===== config.mk =====
export PLATFORM = sky130hd
export DESIGN_NAME = iq_pulse_stream_deframer_core_flat
export DESIGN_NICKNAME = d
export VERILOG_FILES = /design/src/rtl/core/ipsd_pkg.sv /design/src/rtl/core/ipsd_ifs.sv /design/src/rtl/core/ipsd_front.sv /design/src/rtl/core/ipsd_queue.sv /design/src/rtl/core/ipsd_back.sv /design/src/rtl/core/iq_pulse_stream_deframer_core.sv /design/src/flat_wrapper.sv
export VERILOG_INCLUDE_DIRS = /design/src /design/src/rtl/core
export SDC_FILE = /design/constraint.sdc
export NUM_CORES = 1
export LEC_CHECK = 0
export BUFFER_PORTS_ARGS = -buffer_cell sky130_fd_sc_hd__buf_2
export CORE_MARGIN = 4
export CORE_UTILIZATION = 40
export CTS_CLUSTER_SIZE = 20
export DETAILED_ROUTE_END_ITERATION = 16
export GPL_ROUTABILITY_DRIVEN = 0
export GPL_TIMING_DRIVEN = 0
export PLACE_DENSITY = 0.65
export SKIP_LAST_GASP = 1
export SYNTH_ARGS = -nofsm -noshare
export SYNTH_HDL_FRONTEND = slang
export SYNTH_SLANG_ARGS = --single-unit

===== constraint.sdc =====
create_clock -name clk_i -period 19.38 [get_ports clk_i]
set_input_delay 2.907 -clock clk_i [delete_from_list [all_inputs] [get_ports clk_i]]
set_output_delay 2.907 -clock clk_i [all_outputs]
set_load 0.03 [all_outputs]

===== src/rtl/core/iq_pulse_stream_deframer_core_defines.svh =====
// Assertion macros shared by the deframer RTL.
`ifndef IQ_PULSE_STREAM_DEFRAMER_CORE_DEFINES_SVH
`define IQ_PULSE_STREAM_DEFRAMER_CORE_DEFINES_SVH

`ifndef SYNTHESIS

`define IPSD_ASSERT(lbl, prop, msg) \
  lbl: assert property (@(posedge clk_i) disable iff (!rst_ni) prop) else $error(msg);

`define IPSD_NEVER(lbl, cond, msg) \
  lbl: assert property (@(posedge clk_i) disable iff (!rst_ni) !(cond)) else $error(msg);

`else

`define IPSD_ASSERT(lbl, prop, msg)

`define IPSD_NEVER(lbl, cond, msg)

`endif

`endif


===== src/rtl/core/ipsd_pkg.sv =====
// Package: shared types and constants of the IQ pulse stream deframer.
`timescale 1ns / 1ps

package ipsd_pkg;

  localparam int unsigned WORD_W      = 16;
  localparam int unsigned IDX_W       = 19;
  localparam int unsigned HDR_WORDS   = 6;
  localparam int unsigned CFG_DATA_W  = 11;
  localparam int unsigned GATES_CFG_W = 11;
  localparam int unsigned PULSE_CFG_W = 9;
  localparam int unsigned CHAN_W      = 2;
  localparam int unsigned CHAN_ID_W   = 3;

  typedef enum logic [1:0] {
    CFG_IQ_GATES          = 2'd0,
    CFG_PULSES_PER_BUFFER = 2'd1,
    CFG_CHANNEL_INDEX     = 2'd2,
    CFG_UNUSED            = 2'd3
  } cfg_idx_e;

  typedef struct packed {
    logic [GATES_CFG_W-1:0] iq_gates;
    logic [PULSE_CFG_W-1:0] pulses_per_buffer;
    logic [CHAN_W-1:0]      channel_index;
  } cfg_t;

  typedef struct packed {
    logic signed [WORD_W-1:0] sample_value;
    logic [IDX_W-1:0]         sample_index;
    logic                     buffer_done;
    logic                     buffer_queued;
    logic [31:0]              prt_id;
    logic [31:0]              pulse_count;
    logic [CHAN_W-1:0]        channel_index;
    logic                     channel_mismatch;
    logic                     block_end_out;
  } rec_t;

endpackage


===== src/rtl/core/ipsd_ifs.sv =====
// Interfaces: input word channel and result channel.
`timescale 1ns / 1ps

interface ipsd_in_if;
  logic               valid;
  logic               ready;
  logic signed [15:0] stream_word;
  logic               free_buffer_ready;
  logic               block_end;

  modport source (output valid, output stream_word, output free_buffer_ready,
                  output block_end, input ready);
  modport sink (input valid, input stream_word, input free_buffer_ready,
                input block_end, output ready);
endinterface

interface ipsd_out_if;
  logic               valid;
  logic               ready;
  logic signed [15:0] sample_value;
  logic [18:0]        sample_index;
  logic               buffer_done;
  logic               buffer_queued;
  logic [31:0]        prt_id;
  logic [31:0]        pulse_count;
  logic [2:0]         channel_id;
  logic               channel_mismatch;
  logic               block_end_out;

  modport source (output valid, output sample_value, output sample_index,
                  output buffer_done, output buffer_queued, output prt_id,
                  output pulse_count, output channel_id, output channel_mismatch,
                  output block_end_out, input ready);
  modport sink (input valid, input sample_value, input sample_index,
                input buffer_done, input buffer_queued, input prt_id,
                input pulse_count, input channel_id, input channel_mismatch,
                input block_end_out, output ready);
endinterface


===== src/rtl/core/ipsd_front.sv =====
// Front end: header capture, pulse and buffer framing, sample record build.
`timescale 1ns / 1ps
`include "iq_pulse_stream_deframer_core_defines.svh"

module ipsd_front #(
  parameter int unsigned MAX_GATES  = 1024,
  parameter int unsigned MAX_PULSES = 256
) (
  input  logic          clk_i,
  input  logic          rst_ni,
  input  ipsd_pkg::cfg_t cfg_i,
  ipsd_in_if.sink       in_s,
  input  logic          q_ready_i,
  output logic          push_o,
  output ipsd_pkg::rec_t rec_o
);
  import ipsd_pkg::*;

  localparam int unsigned GATE_W  = $clog2(MAX_GATES + 1);
  localparam int unsigned PUL_W   = $clog2(MAX_PULSES + 1);
  localparam int unsigned CGW     = (GATE_W > GATES_CFG_W) ? GATE_W : GATES_CFG_W;
  localparam int unsigned CPW     = (PUL_W > PULSE_CFG_W) ? PUL_W : PULSE_CFG_W;
  localparam int unsigned PH_W    = $clog2(2 * MAX_GATES + HDR_WORDS + 1);
  localparam int unsigned FILL_W  = $clog2(2 * MAX_GATES * MAX_PULSES + 1);
  localparam int unsigned EXT_W   = (FILL_W > IDX_W) ? FILL_W : IDX_W;

  logic [PH_W-1:0]   phase_q, phase_d, phase_inc;
  logic [FILL_W-1:0] fill_q, fill_d, fill_inc;
  logic [WORD_W-1:0] chan_lo_q, chan_lo_d;
  logic [31:0]       prt_q, prt_d, pulse_q, pulse_d;
  logic [CHAN_W-1:0] chan_q, chan_d;
  logic              mism_q, mism_d;

  logic [CGW-1:0]    gates_ext;
  logic [CPW-1:0]    pulses_ext;
  logic [GATE_W-1:0] gates_eff;
  logic [PUL_W-1:0]  pulses_eff;
  logic [PH_W-1:0]   pulse_len;
  logic [FILL_W-1:0] buf_size;
  logic [31:0]       expected;
  logic [WORD_W-1:0] w;
  logic              accept, is_sample, done;
  logic [EXT_W-1:0]  idx_ext;

  assign w        = in_s.stream_word;
  assign in_s.ready = q_ready_i;
  assign accept   = in_s.valid && q_ready_i;

  always_comb begin
    gates_ext  = CGW'(cfg_i.iq_gates);
    pulses_ext = CPW'(cfg_i.pulses_per_buffer);
    if (gates_ext == '0) begin
      gates_ext = CGW'(1);
    end else if (gates_ext > CGW'(MAX_GATES)) begin
      gates_ext = CGW'(MAX_GATES);
    end
    if (pulses_ext == '0) begin
      pulses_ext = CPW'(1);
    end else if (pulses_ext > CPW'(MAX_PULSES)) begin
      pulses_ext = CPW'(MAX_PULSES);
    end
    gates_eff  = GATE_W'(gates_ext);
    pulses_eff = PUL_W'(pulses_ext);
  end

  assign pulse_len = PH_W'({gates_eff, 1'b0}) + PH_W'(HDR_WORDS);
  assign buf_size  = (FILL_W'(gates_eff) * FILL_W'(pulses_eff)) << 1;
  assign expected  = 32'({cfg_i.channel_index, 1'b1});

  assign is_sample = (phase_q >= PH_W'(HDR_WORDS));
  assign phase_inc = phase_q + PH_W'(1);
  assign fill_inc  = fill_q + FILL_W'(1);
  assign done      = is_sample && (fill_inc >= buf_size);

  always_comb begin
    phase_d   = phase_q;
    fill_d    = fill_q;
    chan_lo_d = chan_lo_q;
    prt_d     = prt_q;
    pulse_d   = pulse_q;
    chan_d    = chan_q;
    mism_d    = mism_q;
    if (accept) begin
      phase_d = phase_inc;
      unique case (phase_q)
        PH_W'(0): chan_lo_d = w;
        PH_W'(1): begin
          mism_d = ({w, chan_lo_q} != expected);
          chan_d = cfg_i.channel_index;
        end
        PH_W'(2): prt_d = {16'h0000, w};
        PH_W'(3): prt_d = {w, prt_q[15:0]};
        PH_W'(4): pulse_d = {16'h0000, w};
        PH_W'(5): pulse_d = {w, pulse_q[15:0]};
        default: begin
          fill_d = fill_inc;
          if (phase_inc >= pulse_len) begin
            phase_d = '0;
          end
          if (done) begin
            fill_d  = '0;
            phase_d = '0;
          end
        end
      endcase
    end
  end

  always_ff @(posedge clk_i or negedge rst_ni) begin
    if (!rst_ni) begin
      phase_q   <= '0;
      fill_q    <= '0;
      chan_lo_q <= '0;
      prt_q     <= '0;
      pulse_q   <= '0;
      chan_q    <= '0;
      mism_q    <= 1'b0;
    end else begin
      phase_q   <= phase_d;
      fill_q    <= fill_d;
      chan_lo_q <= chan_lo_d;
      prt_q     <= prt_d;
      pulse_q   <= pulse_d;
      chan_q    <= chan_d;
      mism_q    <= mism_d;
    end
  end

  assign idx_ext = EXT_W'(fill_q);
  assign push_o  = accept && is_sample;

  always_comb begin
    rec_o.sample_value     = in_s.stream_word;
    rec_o.sample_index     = idx_ext[IDX_W-1:0];
    rec_o.buffer_done      = done;
    rec_o.buffer_queued    = done && in_s.free_buffer_ready;
    rec_o.prt_id           = prt_q;
    rec_o.pulse_count      = pulse_q;
    rec_o.channel_index    = chan_q;
    rec_o.channel_mismatch = mism_q;
    rec_o.block_end_out    = in_s.block_end;
  end

  `IPSD_ASSERT(a_done_restarts, push_o && done |=> fill_q == '0 && phase_q == '0, "fill not restarted after buffer done")
  `IPSD_NEVER(a_header_push, push_o && (phase_q < PH_W'(HDR_WORDS)), "header word produced a result")
  `IPSD_ASSERT(a_fill_advance, push_o && !done |=> fill_q == $past(fill_q) + FILL_W'(1), "fill index did not advance")

endmodule


===== src/rtl/core/ipsd_queue.sv =====
// Two-entry queue between the front end and the output stage.
`timescale 1ns / 1ps
`include "iq_pulse_stream_deframer_core_defines.svh"

module ipsd_queue (
  input  logic           clk_i,
  input  logic           rst_ni,
  input  logic           push_i,
  input  ipsd_pkg::rec_t wdata_i,
  output logic           ready_o,
  output logic           valid_o,
  input  logic           pop_i,
  output ipsd_pkg::rec_t rdata_o
);
  import ipsd_pkg::*;

  rec_t       mem_q [2];
  logic       wptr_q, rptr_q;
  logic [1:0] cnt_q;

  assign ready_o = (cnt_q != 2'd2);
  assign valid_o = (cnt_q != 2'd0);
  assign rdata_o = mem_q[rptr_q];

  always_ff @(posedge clk_i) begin
    if (push_i) begin
      mem_q[wptr_q] <= wdata_i;
    end
  end

  always_ff @(posedge clk_i or negedge rst_ni) begin
    if (!rst_ni) begin
      wptr_q <= 1'b0;
      rptr_q <= 1'b0;
      cnt_q  <= 2'd0;
    end else begin
      if (push_i) begin
        wptr_q <= ~wptr_q;
      end
      if (pop_i) begin
        rptr_q <= ~rptr_q;
      end
      cnt_q <= cnt_q + 2'(push_i) - 2'(pop_i);
    end
  end

  `IPSD_NEVER(a_overflow, push_i && (cnt_q == 2'd2), "push into full queue")
  `IPSD_NEVER(a_underflow, pop_i && (cnt_q == 2'd0), "pop from empty queue")
  `IPSD_ASSERT(a_count_ptrs, (cnt_q == 2'd1) == (wptr_q != rptr_q), "count disagrees with pointers")

endmodule


===== src/rtl/core/ipsd_back.sv =====
// Output stage: result register and channel number formatting.
`timescale 1ns / 1ps

module ipsd_back (
  input  logic           clk_i,
  input  logic           rst_ni,
  input  logic           q_valid_i,
  input  ipsd_pkg::rec_t rec_i,
  output logic           pop_o,
  ipsd_out_if.source     out_m
);
  import ipsd_pkg::*;

  logic valid_q;
  rec_t rec_q;

  assign pop_o = q_valid_i && (!valid_q || out_m.ready);

  always_ff @(posedge clk_i or negedge rst_ni) begin
    if (!rst_ni) begin
      valid_q <= 1'b0;
    end else if (!valid_q || out_m.ready) begin
      valid_q <= q_valid_i;
    end
  end

  always_ff @(posedge clk_i) begin
    if (pop_o) begin
      rec_q <= rec_i;
    end
  end

  assign out_m.valid            = valid_q;
  assign out_m.sample_value     = rec_q.sample_value;
  assign out_m.sample_index     = rec_q.sample_index;
  assign out_m.buffer_done      = rec_q.buffer_done;
  assign out_m.buffer_queued    = rec_q.buffer_queued;
  assign out_m.prt_id           = rec_q.prt_id;
  assign out_m.pulse_count      = rec_q.pulse_count;
  assign out_m.channel_id       = CHAN_ID_W'(rec_q.channel_index) + CHAN_ID_W'(1);
  assign out_m.channel_mismatch = rec_q.channel_mismatch;
  assign out_m.block_end_out    = rec_q.block_end_out;

endmodule


===== src/rtl/core/iq_pulse_stream_deframer_core.sv =====
// Top level: IQ pulse stream deframer core.
`timescale 1ns / 1ps
// Usage:
//   stream_i carries one 16-bit DMA word per transfer. Each pulse is six
//   header words (channel id, PRT id, pulse count, low half first) followed
//   by 2*iq_gates sample words. Header words give no result; each sample word
//   gives one transfer on result_o with its buffer index and header fields.
//   Configuration (iq_gates, pulses_per_buffer, channel_index) is written
//   through cfg_we_i / cfg_idx_i / cfg_data_i; the user must write it only
//   while the core is idle; the core itself does not enforce this.
//   Throughput: one word per cycle while the queue has room. A sample is
//   written into the queue, then loaded into the output register. buffer_size
//   is iq_gates*pulses_per_buffer*2 of the clamped values, from one multiplier.
//   Reset: framing restarts at the first header word, header fields clear,
//   registers return to iq_gates=1, pulses_per_buffer=1, channel_index=0.
//   Stall: a stalled receiver holds the output register; the queue absorbs
//   two more samples, after which stream_i.ready drops until the queue has room again.
module iq_pulse_stream_deframer_core #(
  parameter int unsigned MAX_GATES  = 1024,
  parameter int unsigned MAX_PULSES = 256
) (
  input  logic                            clk_i,
  input  logic                            rst_ni,
  input  logic                            cfg_we_i,
  input  ipsd_pkg::cfg_idx_e              cfg_idx_i,
  input  logic [ipsd_pkg::CFG_DATA_W-1:0] cfg_data_i,
  ipsd_in_if.sink                         stream_i,
  ipsd_out_if.source                      result_o
);
  import ipsd_pkg::*;

  cfg_t cfg_q;
  rec_t f_rec, q_rec;
  logic f_push, q_ready, q_valid, b_pop;

  always_ff @(posedge clk_i or negedge rst_ni) begin
    if (!rst_ni) begin
      cfg_q.iq_gates          <= GATES_CFG_W'(1);
      cfg_q.pulses_per_buffer <= PULSE_CFG_W'(1);
      cfg_q.channel_index     <= '0;
    end else if (cfg_we_i) begin
      unique case (cfg_idx_i)
        CFG_IQ_GATES:          cfg_q.iq_gates <= cfg_data_i[GATES_CFG_W-1:0];
        CFG_PULSES_PER_BUFFER: cfg_q.pulses_per_buffer <= cfg_data_i[PULSE_CFG_W-1:0];
        CFG_CHANNEL_INDEX:     cfg_q.channel_index <= cfg_data_i[CHAN_W-1:0];
        default: ;
      endcase
    end
  end

  ipsd_front #(
    .MAX_GATES  (MAX_GATES),
    .MAX_PULSES (MAX_PULSES)
  ) u_front (
    .clk_i     (clk_i),
    .rst_ni    (rst_ni),
    .cfg_i     (cfg_q),
    .in_s      (stream_i),
    .q_ready_i (q_ready),
    .push_o    (f_push),
    .rec_o     (f_rec)
  );

  ipsd_queue u_queue (
    .clk_i   (clk_i),
    .rst_ni  (rst_ni),
    .push_i  (f_push),
    .wdata_i (f_rec),
    .ready_o (q_ready),
    .valid_o (q_valid),
    .pop_i   (b_pop),
    .rdata_o (q_rec)
  );

  ipsd_back u_back (
    .clk_i     (clk_i),
    .rst_ni    (rst_ni),
    .q_valid_i (q_valid),
    .rec_i     (q_rec),
    .pop_o     (b_pop),
    .out_m     (result_o)
  );

endmodule


===== src/flat_wrapper.sv =====
// flat-port wrapper written by rule: the top's interface ports become plain ports
module iq_pulse_stream_deframer_core_flat import ipsd_pkg::*;
#(
  parameter int unsigned MAX_GATES  = 1024,
  parameter int unsigned MAX_PULSES = 256
)
  (clk_i, rst_ni, cfg_we_i, cfg_idx_i, cfg_data_i, stream_i_valid, stream_i_stream_word, stream_i_free_buffer_ready, stream_i_block_end, stream_i_ready, result_o_valid, result_o_sample_value, result_o_sample_index, result_o_buffer_done, result_o_buffer_queued, result_o_prt_id, result_o_pulse_count, result_o_channel_id, result_o_channel_mismatch, result_o_block_end_out, result_o_ready);
  ipsd_in_if stream_i_i ();
  ipsd_out_if result_o_i ();
  input  logic clk_i;
  input  logic rst_ni;
  input  logic cfg_we_i;
  input  ipsd_pkg::cfg_idx_e cfg_idx_i;
  input  logic [ipsd_pkg::CFG_DATA_W-1:0] cfg_data_i;
  input wire logic [$bits(stream_i_i.valid)-1:0] stream_i_valid;
  input wire logic [$bits(stream_i_i.stream_word)-1:0] stream_i_stream_word;
  input wire logic [$bits(stream_i_i.free_buffer_ready)-1:0] stream_i_free_buffer_ready;
  input wire logic [$bits(stream_i_i.block_end)-1:0] stream_i_block_end;
  output wire logic [$bits(stream_i_i.ready)-1:0] stream_i_ready;
  output wire logic [$bits(result_o_i.valid)-1:0] result_o_valid;
  output wire logic [$bits(result_o_i.sample_value)-1:0] result_o_sample_value;
  output wire logic [$bits(result_o_i.sample_index)-1:0] result_o_sample_index;
  output wire logic [$bits(result_o_i.buffer_done)-1:0] result_o_buffer_done;
  output wire logic [$bits(result_o_i.buffer_queued)-1:0] result_o_buffer_queued;
  output wire logic [$bits(result_o_i.prt_id)-1:0] result_o_prt_id;
  output wire logic [$bits(result_o_i.pulse_count)-1:0] result_o_pulse_count;
  output wire logic [$bits(result_o_i.channel_id)-1:0] result_o_channel_id;
  output wire logic [$bits(result_o_i.channel_mismatch)-1:0] result_o_channel_mismatch;
  output wire logic [$bits(result_o_i.block_end_out)-1:0] result_o_block_end_out;
  input wire logic [$bits(result_o_i.ready)-1:0] result_o_ready;
  assign stream_i_i.valid = stream_i_valid;
  assign stream_i_i.stream_word = stream_i_stream_word;
  assign stream_i_i.free_buffer_ready = stream_i_free_buffer_ready;
  assign stream_i_i.block_end = stream_i_block_end;
  assign stream_i_ready = stream_i_i.ready;
  assign result_o_valid = result_o_i.valid;
  assign result_o_sample_value = result_o_i.sample_value;
  assign result_o_sample_index = result_o_i.sample_index;
  assign result_o_buffer_done = result_o_i.buffer_done;
  assign result_o_buffer_queued = result_o_i.buffer_queued;
  assign result_o_prt_id = result_o_i.prt_id;
  assign result_o_pulse_count = result_o_i.pulse_count;
  assign result_o_channel_id = result_o_i.channel_id;
  assign result_o_channel_mismatch = result_o_i.channel_mismatch;
  assign result_o_block_end_out = result_o_i.block_end_out;
  assign result_o_i.ready = result_o_ready;
  iq_pulse_stream_deframer_core #(.MAX_GATES(MAX_GATES), .MAX_PULSES(MAX_PULSES)) u_core (.clk_i(clk_i), .rst_ni(rst_ni), .cfg_we_i(cfg_we_i), .cfg_idx_i(cfg_idx_i), .cfg_data_i(cfg_data_i), .stream_i(stream_i_i), .result_o(result_o_i));
endmodule

---- Yosys cells after proc, flatten, opt, wreduce, memory -nomap -nowiden ----
Memory sizes are Yosys's and may differ from the RTL's. A register that Yosys moved wholly into a read port is not among the register bits.
Cells that the tools add are included.
cells by class
  $add $sub $neg .......................... 6
  multipliers ............................. 1
  $lt $le $gt $ge ......................... 5
  equality and inequality tests ........... 9
  multiplexer cells ....................... 12
  bitwise operators ....................... 5
  reduce and logical (&&, ||, !) cells .... 25
operators by type and width
  cell                   number
  $pmux 32 s2            2
  $mux 12                3
  $ne 32x3->1            1
  $eq 12x2->1 const B    2
  $eq 12x3->1 const B    2
  $mux 11                2
  $add 20x1->20 const B  1
  $ge 20x20->1           1
  $mux 20                1
  $mul 11x9->19          1
  $mux 9                 2
  $reduce_and 2->1       8
  $add 12x1->12 const B  1
  $add 12x3->12 const B  1
  $eq 12x1->1 const B    1
  $ge 12x12->1           1
  $ge 12x3->1 const B    1
  $logic_not 12->1       1
  $gt 11x11->1 const B   1
  $logic_not 11->1       1
  $gt 9x9->1 const B     1
  $logic_not 9->1        1
  $reduce_and 3->1       2
  $reduce_bool 2->1      3
  13 further kinds       22
storage, ports and cells
  register bits ........................... 142
  RAM bits ................................ 210
  bits of input ports ..................... 36
  output and inout bits ................... 108
  logic and storage cells ................. 80
  memories ................................ 1
memory list
  memory                words  width  rd ports  clocked after memory_dff  write ports  line              text
  u_core.u_queue.mem_q  2      105    1         1                         1            ipsd_queue.sv:17  rec_t mem_q [2];

---- Depth between registers and ports, before layout ----
Gate-level depths: netlist of the first run.
  depth in word-level cells ............... 8
  gate-level depth with buffers ........... 29

---- Hierarchy ----
Synthesis of the first run repeated with hierarchy kept, for this count alone.
second synthesis, totals
  cell total of the unflattened synthesis .. 1,610
  area total of the unflattened synthesis .. 22,301.4 µm²
modules (own cells, without submodules)
  module                         instances  cells each  area an instance (µm²)
  ipsd_front                     1          1,010       9,570.4
  ipsd_queue                     1          342         7,935.1
  ipsd_back                      1          210         3,956.3
  iq_pulse_stream_deframer_core  1          48          839.6

---- Least setup slack after synthesis of the first run ----
Ideal clock, no wire load.
  kind .................................... input to register
  from .................................... in result_o_ready
  to ...................................... reg u_core.u_queue.cnt_q[0]
  arrival ................................. 9.249 ns
  path slack .............................. 10.006 ns
  cell stages on the path ................. 5
  cell sequence ........................... inv_1 -> a21oi_1 -> ha_1 -> inv_1 -> ha_1
on the way
  cells in the longest elaborated chain, start to end .. 3
RTL lines
  what                  line                                 text
  start, declared       flat_wrapper.sv:30                   input wire logic [$bits(result_o_i.ready)-1:0] result_o_ready;
  $logic_or 1x1->1      ipsd_back.sv:17                      assign pop_o = q_valid_i && (!valid_q || out_m.ready);
  $logic_and 1x1->1     ipsd_back.sv:17
  net u_core.b_pop      iq_pulse_stream_deframer_core.sv:34  logic f_push, q_ready, q_valid, b_pop;
  $sub 2x1->2           ipsd_queue.sv:43                     cnt_q <= cnt_q + 2'(push_i) - 2'(pop_i);
  end signal, assigned  ipsd_queue.sv:43
  end, declared         ipsd_queue.sv:19                     logic [1:0] cnt_q;
The timed path passes the listed nets, and every way through them passes these cells.
A chain may end at the register's enable or synchronous reset.

---- Final worst setup path of the first run ----
  from .................................... reg u_core.cfg_q[15] in the netlist's numbering
  to ...................................... reg u_core.u_front.phase_q[5]
on the way
  cells in the longest elaborated chain, start to end .. 8
  elaborated cells between the ends (all ways) .. 12
RTL lines
  what                                                   line                                 text
  start, declared                                        iq_pulse_stream_deframer_core.sv:32  cfg_t cfg_q;
  $gt 11x11->1                                           ipsd_front.sv:54                     end else if (gates_ext > CGW'(MAX_GATES)) begin
  $mux 11                                                ipsd_front.sv:54
  $mux 11 (*)                                            ipsd_front.sv:52                     if (gates_ext == '0) begin
  $mul 11x9->19 / $add 12x3->12 (equally long branches)  ipsd_front.sv:67, ipsd_front.sv:66
  $ge 20x20->1 / $ge 12x12->1 (equally long branches)    ipsd_front.sv:73, ipsd_front.sv:97
  $logic_and 1x1->1 / $mux 12 (equally long branches)    ipsd_front.sv:73, ipsd_front.sv:97
  $mux 12 (*)                                            ipsd_front.sv:100                    if (done) begin
  $mux 12 (*)                                            ipsd_front.sv:85                     unique case (phase_q)
  end signal, assigned                                   ipsd_front.sv:119                    phase_q <= phase_d;
  end, declared                                          ipsd_front.sv:27                     logic [PH_W-1:0] phase_q, phase_d, phase_inc;
Mark *: on every way between the ends. The rest lies on a longest branch, timed or not.

==> results.toml, run 1 <==
[global_routing]
global_route_met2_usage = 0.270
globalRoute.totalOverflow = 0
grt_first_pass_wirelength_mm = 72.9
antenna_found_initial = 0
grtUsageTotal = 0.155
grt_max_degree = 73
number_of_global_route_vias_before_repair = 13306
grtUsageMet1 = 0.201
top_usage_layer = "met2"
gr-usage-met3 = 0.0287

[sta]
slew-limit-headroom = 0.306
max_clk_rate_mhz = 120
min_period_over_period = 0.432
final.min_clock_period_ps = 8370
report.final.slew_viol_count = 0
fin_setup_tns_ps = 0
worst_pin_slew_ps = 1030
finalClockSkew_ps = 12.6
rsz0062_at_grt = "false"
final.setup.worst_slack_ps = 11010
setup-violations-final = 0
timing.final.hold_violations = 0

[yosys]
synth_flop_cell = "edfxtp_1"
synth_seq_area_share = 0.596
post_synthesis_cell_area_um2 = 21800
synth-warning-count = 0
postSynthNetCount = 1752
post_synth_num_cell_types = 61
yosys_register_bits = 457
edff_count_synth = 315
syn_inst = 1576
ys_async_sr_fraction = 0.311
syn-mean-instance-area_um2 = 13.9

[floorplan]
coreArea_um2 = 53900
die-width_um = 242
floorplan.die.height_um = 242
floorplan.initialDensity = 0.405
rows = 85
die_area_um2 = 58400
ios = 144

[job]
max-cap-violations = 0

[cells_and_area]
diodes = 0
final_common_cell = "edfxtp_1"
final_layout_size_suffix_gt1_frac = 0.291
synthToLayoutAreaGrowth_pct = 15.5
mostFrequentLayoutCells = "315 x edfxtp_1, 175 x mux2_2, 156 x buf_2, 140 x dfrtp_1, 114 x inv_1"
filler_cell_count = 4709
layout.nets = 1954

[clock_tree]
clk-insertion-delay-late_ps = 570
holdBufCountCts = 0
tritoncts = "yes"
cts_resizes = 0
postCtsSetupBuffers = 0
tritoncts_num_sinks = 457
clock-root-buffer = "clkbuf_16"
clk_pin_slew_ps = 60
clock_tree.buffer_depth = 3
h-tree-depth = 2
cts-buffers-inserted = 46

[power]
static-leakage-power_nw = 10.5
vdd.ir_drop.worst_v = 0.0000853
p_total_mw = 4.08
power_density_nw_per_um2 = 162

[min_path]
min_path_type = "flip-flop to flip-flop"

[setup_path]
cp-startpoint = "u_core.cfg_q[15]"
slowest_delay_ps = 570
crit_path_max_fanout = 10
setup.worst_path.class = "flip-flop to flip-flop"
worst_path_top_cell_family_by_delay = "compound AO/OA/AOI/OAI gates"
timing.critical_path.from_type = "flip-flop"
critical_path.reg2reg.startpoint = "u_core.cfg_q[15]"
regToRegEndpoint = "u_core.u_front.phase_q[5]"
timing.critical_path.required_ps = 19830
critical-path-top-cell-by-count = "fa_1"
reg2reg_depth = 28
timing.critical_path.to_type = "flip-flop"
critPathCapture = "u_core.u_front.phase_q[5]"
timing.critical_path.slowest_stage_cell = "a211oi_4"
ff2ff_setup_slack_ps = 11010
arrival_ps = 8820
number_of_cells_on_the_critical_path = 28
cp_bufs_invs = 5

[detailed_routing]
dr_total_vias = 12667
drt-pass1-iter-count = 5
route.detailed.drc = 0
detailedRoute.firstIterationViolations = 801
post_drt_wl_per_cell_um = 17.9
route.final.wire_length_mm = 44.9
route.detailed.vias_per_inst = 5.04
drt_antenna_net_count = 0

[placement]
io_buffers = 143
place_worst_setup_slack_ps = 11090
hpwlAfterDp_mm = 32.0

[status]
outcome = "finished clean"
-- logic make-up (layout without fill, tap and decap cells) --
group / after synthesis / in the layout / share of synthesized area
mux: 175 / 175 / 0.0902
simple gates: 337 / 337 / 0.0775
compound gates: 135 / 135 / 0.0439
flops: 457 / 457 / 0.596
xor+xnor: 66 / 66 / 0.0265
buf+inv: 266 / 506 / 0.0644
fa+ha+maj: 140 / 140 / 0.102
-- synthesized netlist by cell type, drive strengths merged, types with 3 or more instances --
library cell  count  area, um2
xor2             28        245
clkbuf           36        136
nand3            18       95.1
a21o             17        128
a21oi            23        115
o21a              4       30.0
edfxtp          315       9460
o21ai            33        165
and3             15       93.8
a211oi            6       62.6
nand2b            9       56.3
a22o             32        280
and2             19        119
ha               77        963
dfrtp           140       3500
nand2            89        334
nor3             37        195
buf             116        843
nor4             16        115
nor2b            14       87.6
a41oi             3       26.3
nand3b            4       30.0
fa               63       1260
nand4b            3       41.3
nor4b             7       61.3
inv             114        428
nand4            11       68.8
mux2            175       1970
nor2             86        325
xnor2            38        333
-- sequential cells by signal (all words and copies together), names as in the netlist, 2 cells and up --
signal,cells
u_core.cfg_q,22
u_core.u_back.out_m.prt_id,32
u_core.u_back.out_m.pulse_count,32
u_core.u_back.out_m.sample_index,19
u_core.u_back.out_m.sample_value,16
u_core.u_back.rec_q,2
u_core.u_front.chan_lo_q,16
u_core.u_front.chan_q,2
u_core.u_front.fill_q,20
u_core.u_front.phase_q,12
u_core.u_front.prt_q,32
u_core.u_front.pulse_q,32
u_core.u_queue.cnt_q,2
u_core.u_queue.mem_q,210
-- per-layer routing --
| metal | share of wire | routed length, um |
|---|---|---|
| met5 | 0 | 0 |
| met4 | 0.019 | 866 |
| met3 | 0.052 | 2320 |
| met2 | 0.50 | 22300 |
| met1 | 0.43 | 19400 |
-- final cells by class --
| type | count | area [um2] | share of cell area |
|---|---|---|---|
| Buffer | 152 | 980 | 0.0388 |
| Clock buffer | 67 | 1280 | 0.0507 |
| Clock inverter | 19 | 245 | 0.00972 |
| Inverter | 114 | 428 | 0.0170 |
| Multi-Input combinational cell | 853 | 7450 | 0.295 |
| Sequential cell | 457 | 13000 | 0.516 |
| Tap cell | 696 | 871 | 0.0345 |
| Timing Repair Buffer | 154 | 972 | 0.0385 |
-- worst min-delay path by stage --
stage               depth (start not counted)  slack (ps)                 startpoint                          end
detailed placement                          0         450  u_core.u_front.pulse_q[4]   u_core.u_queue.mem_q[0][8]
finish                                      0         460   u_core.u_front.prt_q[14]  u_core.u_queue.mem_q[1][50]
global placement                            0         440   u_core.u_front.prt_q[14]  u_core.u_queue.mem_q[1][50]
global route                                0         480   u_core.u_front.prt_q[25]  u_core.u_queue.mem_q[1][61]
CTS                                         0         470   u_core.u_front.prt_q[14]  u_core.u_queue.mem_q[0][50]
floorplan                                   0         440  u_core.u_front.pulse_q[6]  u_core.u_queue.mem_q[0][10]
-- report_power, final --
group	internal (mW)	switching, mW	total [mW]
Combinational	0.645	0.892	1.54
Sequential	1.50	0.152	1.65
Clock	0.518	0.368	0.887
Total	2.66	1.41	4.08
-- stage by stage --
stage | instance area (um2) | util | hold slack (ps) | cells
6_report | 25200 | 0.468 | 464 | 2512
5_1_grt | 25200 | 0.468 | 478 | 2512
4_1_cts | 25200 | 0.468 | 468 | 2512
3_5_place_dp | 23700 | 0.440 | 454 | 2426
3_3_place_gp | 23400 | 0.435 | 443 | 2415
2_1_floorplan | 21800 | - | 437 | 1576
(Power assumes the default switching activity.)
==> inputs of run 2 (changes only) <==
clock period = 8.15 ns   (was 19.38 ns; I/O delays follow)
==> run 2 against run 1 <==
Compared with the run above:
- final area is 0.36% higher
- highest routed layer unchanged
- critical path depth down 1
- first-iteration DRC count is 2.2% lower
- non-clock buffer count rose by 4
- hold slack is essentially flat
- clock-buffer cell count unchanged
- worst setup slack got worse by 11000 ps
- power grew 140%
==> results.toml, run 2 (same netlist as run 1, synthesis figures left out) <==
[cells_and_area]
layout.nets = 1958
mostFrequentLayoutCells = "315 x edfxtp_1, 175 x mux2_2, 156 x buf_2, 140 x dfrtp_1, 114 x inv_1"
final_common_cell = "edfxtp_1"
synthToLayoutAreaGrowth_pct = 15.9
final_layout_size_suffix_gt1_frac = 0.299
filler_cell_count = 4707
flip_flop_count_of_the_largest_register_all_copies_and_words_added = 210
finish.instance_area_um2 = 25300
diodes = 0
post-route-util = 0.470
largest_register = "u_core.u_queue.mem_q"

[setup_path]
setup.worst_path.class = "flip-flop to flip-flop"
critical-path-top-cell-by-count = "fa_1"
number_of_cells_on_the_critical_path = 27
timing.critical_path.to_type = "flip-flop"
reg2reg_depth = 27
cp_bufs_invs = 5
slowest_delay_ps = 550
timing.critical_path.from_type = "flip-flop"
arrival_ps = 8100
worst_path_top_cell_family_by_delay = "adder cells"
timing.critical_path.required_ps = 8610
timing.critical_path.slowest_stage_cell = "fa_1"
crit_path_max_fanout = 11

[placement]
placed_area_um2 = 23700
io_buffers = 143
place_worst_setup_slack_ps = -135
hpwlAfterDp_mm = 32.0

[clock_tree]
h-tree-depth = 2
clock_tree.buffer_depth = 3
cts-buffers-inserted = 46
clk_pin_slew_ps = 60
clock-root-buffer = "clkbuf_16"
holdBufCountCts = 0
tritoncts_num_sinks = 457
clk-insertion-delay-late_ps = 570
tritoncts = "yes"

[detailed_routing]
dr_total_vias = 12713
post_drt_wl_per_cell_um = 17.9
route.detailed.drc = 0
drt-pass1-iter-count = 5
route.final.wire_length_mm = 45.1
detailedRoute.firstIterationViolations = 783
drt_antenna_net_count = 0
route.detailed.vias_per_inst = 5.05

[global_routing]
grtUsageTotal = 0.155
number_of_global_route_vias_before_repair = 13314
grt_first_pass_wirelength_mm = 72.9
grt_max_degree = 73
globalRoute.totalOverflow = 0
antenna_found_initial = 0

[floorplan]
floorplan.initialDensity = 0.405
rows = 85
die_area_um2 = 58400
ios = 144
die-width_um = 242
floorplan.die.height_um = 242
coreArea_um2 = 53900

[sta]
final.setup.worst_slack_ps = 507
worst_pin_slew_ps = 1040
slew-limit-headroom = 0.298
setup-violations-final = 0
max_clk_rate_mhz = 131
fin_setup_tns_ps = 0
timing.final.hold_violations = 0
finalClockSkew_ps = 11.9
final.min_clock_period_ps = 7640
min_period_over_period = 0.938
report.final.slew_viol_count = 0

[power]
p_total_mw = 9.72
power_density_nw_per_um2 = 384
vdd.ir_drop.worst_v = 0.000203
static-leakage-power_nw = 10.5

[min_path]
min_path_type = "flip-flop to flip-flop"
min_delay_path_depth = 0

[status]
outcome = "finished clean"

[job]
max-cap-violations = 0
==> run 2: cell types whose count changed in the layout (fill, tap and decap cells not counted), sizes merged <==
cell    before  now
buf        270  276
clkbuf     103  101
==> run 2: layout make-up <==
class                      count  area [um2]  share of cell area
tap                          696         871              0.0344
multi-input combinational    853        7490               0.296
timing repair buffer         160        1030              0.0407
clock inverter                19         245             0.00968
clock buffer                  67        1280              0.0505
inverter                     114         428              0.0169
buffer                       150         973              0.0384
sequential                   457       13000               0.514
==> run 2: final timing paths <==
check,startpoint,end,slack [ps]
worst max register to register,u_core.cfg_q[15],u_core.u_front.fill_q[14],510
worst min register to register,u_core.u_front.prt_q[10],u_core.u_queue.mem_q[1][46],460
min in group asynchronous,rst_ni,u_core.u_front.fill_q[16],670
worst max-delay path,u_core.cfg_q[15],u_core.u_front.fill_q[14],510
max in group asynchronous,rst_ni,u_core.u_front.chan_lo_q[13],6680
worst min-delay path,u_core.u_front.prt_q[10],u_core.u_queue.mem_q[1][46],460
==> run 2: worst register-to-register path: cells and delay by family (launching register included) <==
kind                     cells  cell delay (ps)
AND/OR/NAND/NOR              6             1450
adder cells (fa/ha/maj)      6             2620
AO/OA/AOI/OAI               10             2370
flip-flops                   1              470
buffers and inverters        5              640
==> run 2: per-layer routing <==
metal,share of wire,GRT usage,vias to the layer above
li1,-,-,5886
met2,0.50,0.270,330
met3,0.052,0.0287,67
met5,0,0,-
met1,0.43,0.201,6430
met4,0.020,0.0374,0
==> run 2: stage by stage <==
step,cells,hold slack [ps]
floorplan,1576,437
global placement,2415,443
detailed placement,2426,454
CTS,2514,468
global route,2516,478
finish,2516,464
==> run 2: what timing repair did <==
| action | CTS | global route |
|---|---|---|
| buffers inserted | 2 | 4 |
| gates cloned | 0 | 0 |
| setup endpoints to repair | 29 | 36 |
| gates resized for setup | 1 | 10 |
| pin swaps | 1 | 2 |
==> run 2: where the power goes <==
group	total, mW	leakage [nW]	internal (mW)	switching (mW)
logic	3.68	5.04	1.54	2.13
clock network	2.11	0.745	1.23	0.875
registers	3.93	4.74	3.57	0.365
==> inputs of run 3 (changes only) <==
CORE_ASPECT_RATIO = 1.4   (was unset)
HOLD_SLACK_MARGIN = 0.12   (was unset)
==> run 3 against run 2 <==
Compared with the run above:
- register-to-register slack worse by 60 ps
- final cell count is 0.48% higher
- first-iteration DRC count shrank 4.6%
- routed wire length increased by 1.9%
- sequential power about the same
- highest routed layer is now met5
- critical endpoint unchanged
- global-route usage is 0.31 points higher
- sequential share of layout area grew 0.29 points
==> results.toml, run 3 (same netlist as run 1, synthesis figures left out) <==
[status]
outcome = "finished clean"

[clock_tree]
tritoncts_num_sinks = 457
clk-insertion-delay-late_ps = 550
clk_pin_slew_ps = 70
clock_tree.buffer_depth = 3
cts-buffers-inserted = 42
h-tree-depth = 2
tritoncts = "yes"
clock-root-buffer = "clkbuf_16"
holdBufCountCts = 0

[sta]
final.min_clock_period_ps = 7700
finalClockSkew_ps = 23.1
setup-violations-final = 0
slew-limit-headroom = 0.220
fin_setup_tns_ps = 0
max_clk_rate_mhz = 130
fin_hold_ws_ps = 456
timing.final.hold_violations = 0
report.final.slew_viol_count = 0
worst_pin_slew_ps = 1160
min_period_over_period = 0.945

[cells_and_area]
diodes = 0
mostFrequentLayoutCells = "315 x edfxtp_1, 175 x mux2_2, 155 x buf_2, 140 x dfrtp_1, 114 x inv_1"
final_layout_size_suffix_gt1_frac = 0.297
layout.nets = 1949
final_common_cell = "edfxtp_1"
fin_cells = 2528
largest_register = "u_core.u_queue.mem_q"
post-route-util = 0.465
filler_cell_count = 4711
flip_flop_count_of_the_largest_register_all_copies_and_words_added = 210
synthToLayoutAreaGrowth_pct = 15.3

[setup_path]
arrival_ps = 8120
critical_path.reg2reg.startpoint = "u_core.cfg_q[15]"
reg2reg_depth = 27
crit_path_max_fanout = 11
slowest_delay_ps = 560
regToRegEndpoint = "u_core.u_front.fill_q[14]"
critical-path-top-cell-by-count = "fa_1"
timing.critical_path.required_ps = 8570
timing.critical_path.from_type = "flip-flop"
ff2ff_setup_slack_ps = 450
setup.worst_path.class = "flip-flop to flip-flop"
timing.critical_path.to_type = "flip-flop"
timing.critical_path.slowest_stage_cell = "fa_1"

[detailed_routing]
detailedRoute.firstIterationViolations = 747
route.detailed.drc = 0
dr_total_vias = 12624
drt-pass1-iter-count = 5
route.final.wire_length_mm = 46.0
drt_antenna_net_count = 0
post_drt_wl_per_cell_um = 18.2
route.detailed.vias_per_inst = 4.99

[power]
power_density_nw_per_um2 = 382
static-leakage-power_nw = 10.5
power.share.clock = 0.209
vdd.ir_drop.worst_v = 0.000134
pwr-share-comb = 0.381
p_total_mw = 9.61
seq_power_share = 0.409
cellInternalPower_mw = 6.26
sw_frac_of_total = 0.349
power.net_switching_mw = 3.35

[floorplan]
die-width_um = 206
rows = 101
ios = 144
coreArea_um2 = 54200
floorplan.initialDensity = 0.403
floorplan.die.height_um = 285
die_area_um2 = 58500

[global_routing]
globalRoute.totalOverflow = 0
grtUsageTotal = 0.158
grt_max_degree = 77
antenna_found_initial = 1
number_of_global_route_vias_before_repair = 13292
grt_first_pass_wirelength_mm = 73.0

[job]
max-cap-violations = 0

[min_path]
min_path_type = "flip-flop to flip-flop"
hp-start = "u_core.u_front.prt_q[5]"
hold_path_end = "u_core.u_queue.mem_q[0][41]"
min_delay_path_depth = 0

[placement]
placed_cells = 2450
hpwlAfterDp_mm = 33.3
io_buffers = 143
==> run 3: cell types whose count changed in the layout (fill, tap and decap cells not counted), sizes merged <==
cell | before | now
buf | 276 | 270
bufinv | 4 | 3
clkbuf | 101 | 95
clkinvlp | 0 | 1
inv | 117 | 116
==> run 3: stage by stage <==
step | instance area [um2] | setup WS [ps]
after floorplan | 21800 | 460
after global placement | 23500 | -2960
after detailed placement | 23700 | -219
after CTS | 25200 | 41.8
after global routing | 25200 | -19.1
final | 25200 | 451
==> run 3: critical path, delay by kind of cell, from the launching register on <==
family	cells	cell delay, ps
buf+inv	4	470
fa+ha+maj	6	2640
simple gates	6	1430
compound gates	11	2570
flops	1	470
==> run 3: worst max-delay path by stage <==
| stage | start | endpoint | depth (start not counted) |
|---|---|---|---|
| 2_1_floorplan | result_o_ready | u_core.u_queue.cnt_q[0] | 5 |
| 6_report | u_core.cfg_q[15] | u_core.u_front.fill_q[14] | 27 |
| 3_5_place_dp | u_core.cfg_q[15] | u_core.u_front.phase_q[9] | 28 |
| 3_3_place_gp | result_o_ready | u_core.u_queue.cnt_q[0] | 6 |
| 4_1_cts | u_core.cfg_q[15] | u_core.u_front.fill_q[14] | 28 |
| 5_1_grt | u_core.cfg_q[15] | u_core.u_front.fill_q[12] | 27 |
==> run 3: area by class of cell <==
type | count | area [um2] | area share
plain buffers | 150 | 975 | 0.0387
clock buffers | 60 | 1240 | 0.0493
clock inverters | 18 | 199 | 0.00790
inverters | 114 | 428 | 0.0170
multi-input cells | 853 | 7480 | 0.297
flip-flops and latches | 457 | 13000 | 0.517
well taps | 721 | 902 | 0.0358
repair buffers | 155 | 952 | 0.0378
==> run 3: power groups by stage <==
stage	logic (mW)	clock network, mW	registers [mW]
after floorplan	2.69	0	3.94
after global placement	3.54	0	4.08
after detailed placement	3.70	0	3.98
after CTS	3.73	2.06	3.94
after global routing	4.06	2.16	4.02
final	3.66	2.01	3.93
==> run 3: per-layer routing <==
metal	vias to the layer above	share of wire	GRT usage	wire (um)
met5	-	0.00028	0	13
met4	2	0.040	0.0612	1820
met3	105	0.042	0.0209	1910
met2	316	0.53	0.288	24400
met1	6333	0.39	0.187	17800
li1	5868	-	-	-
==> run 3: timing repair <==
| item | 4_1_cts | 5_1_grt |
|---|---|---|
| buffers inserted | 2 | 0 |
| gates resized for setup | 1 | 7 |
| pin swaps | 1 | 0 |
| setup endpoints to repair | 28 | 36 |
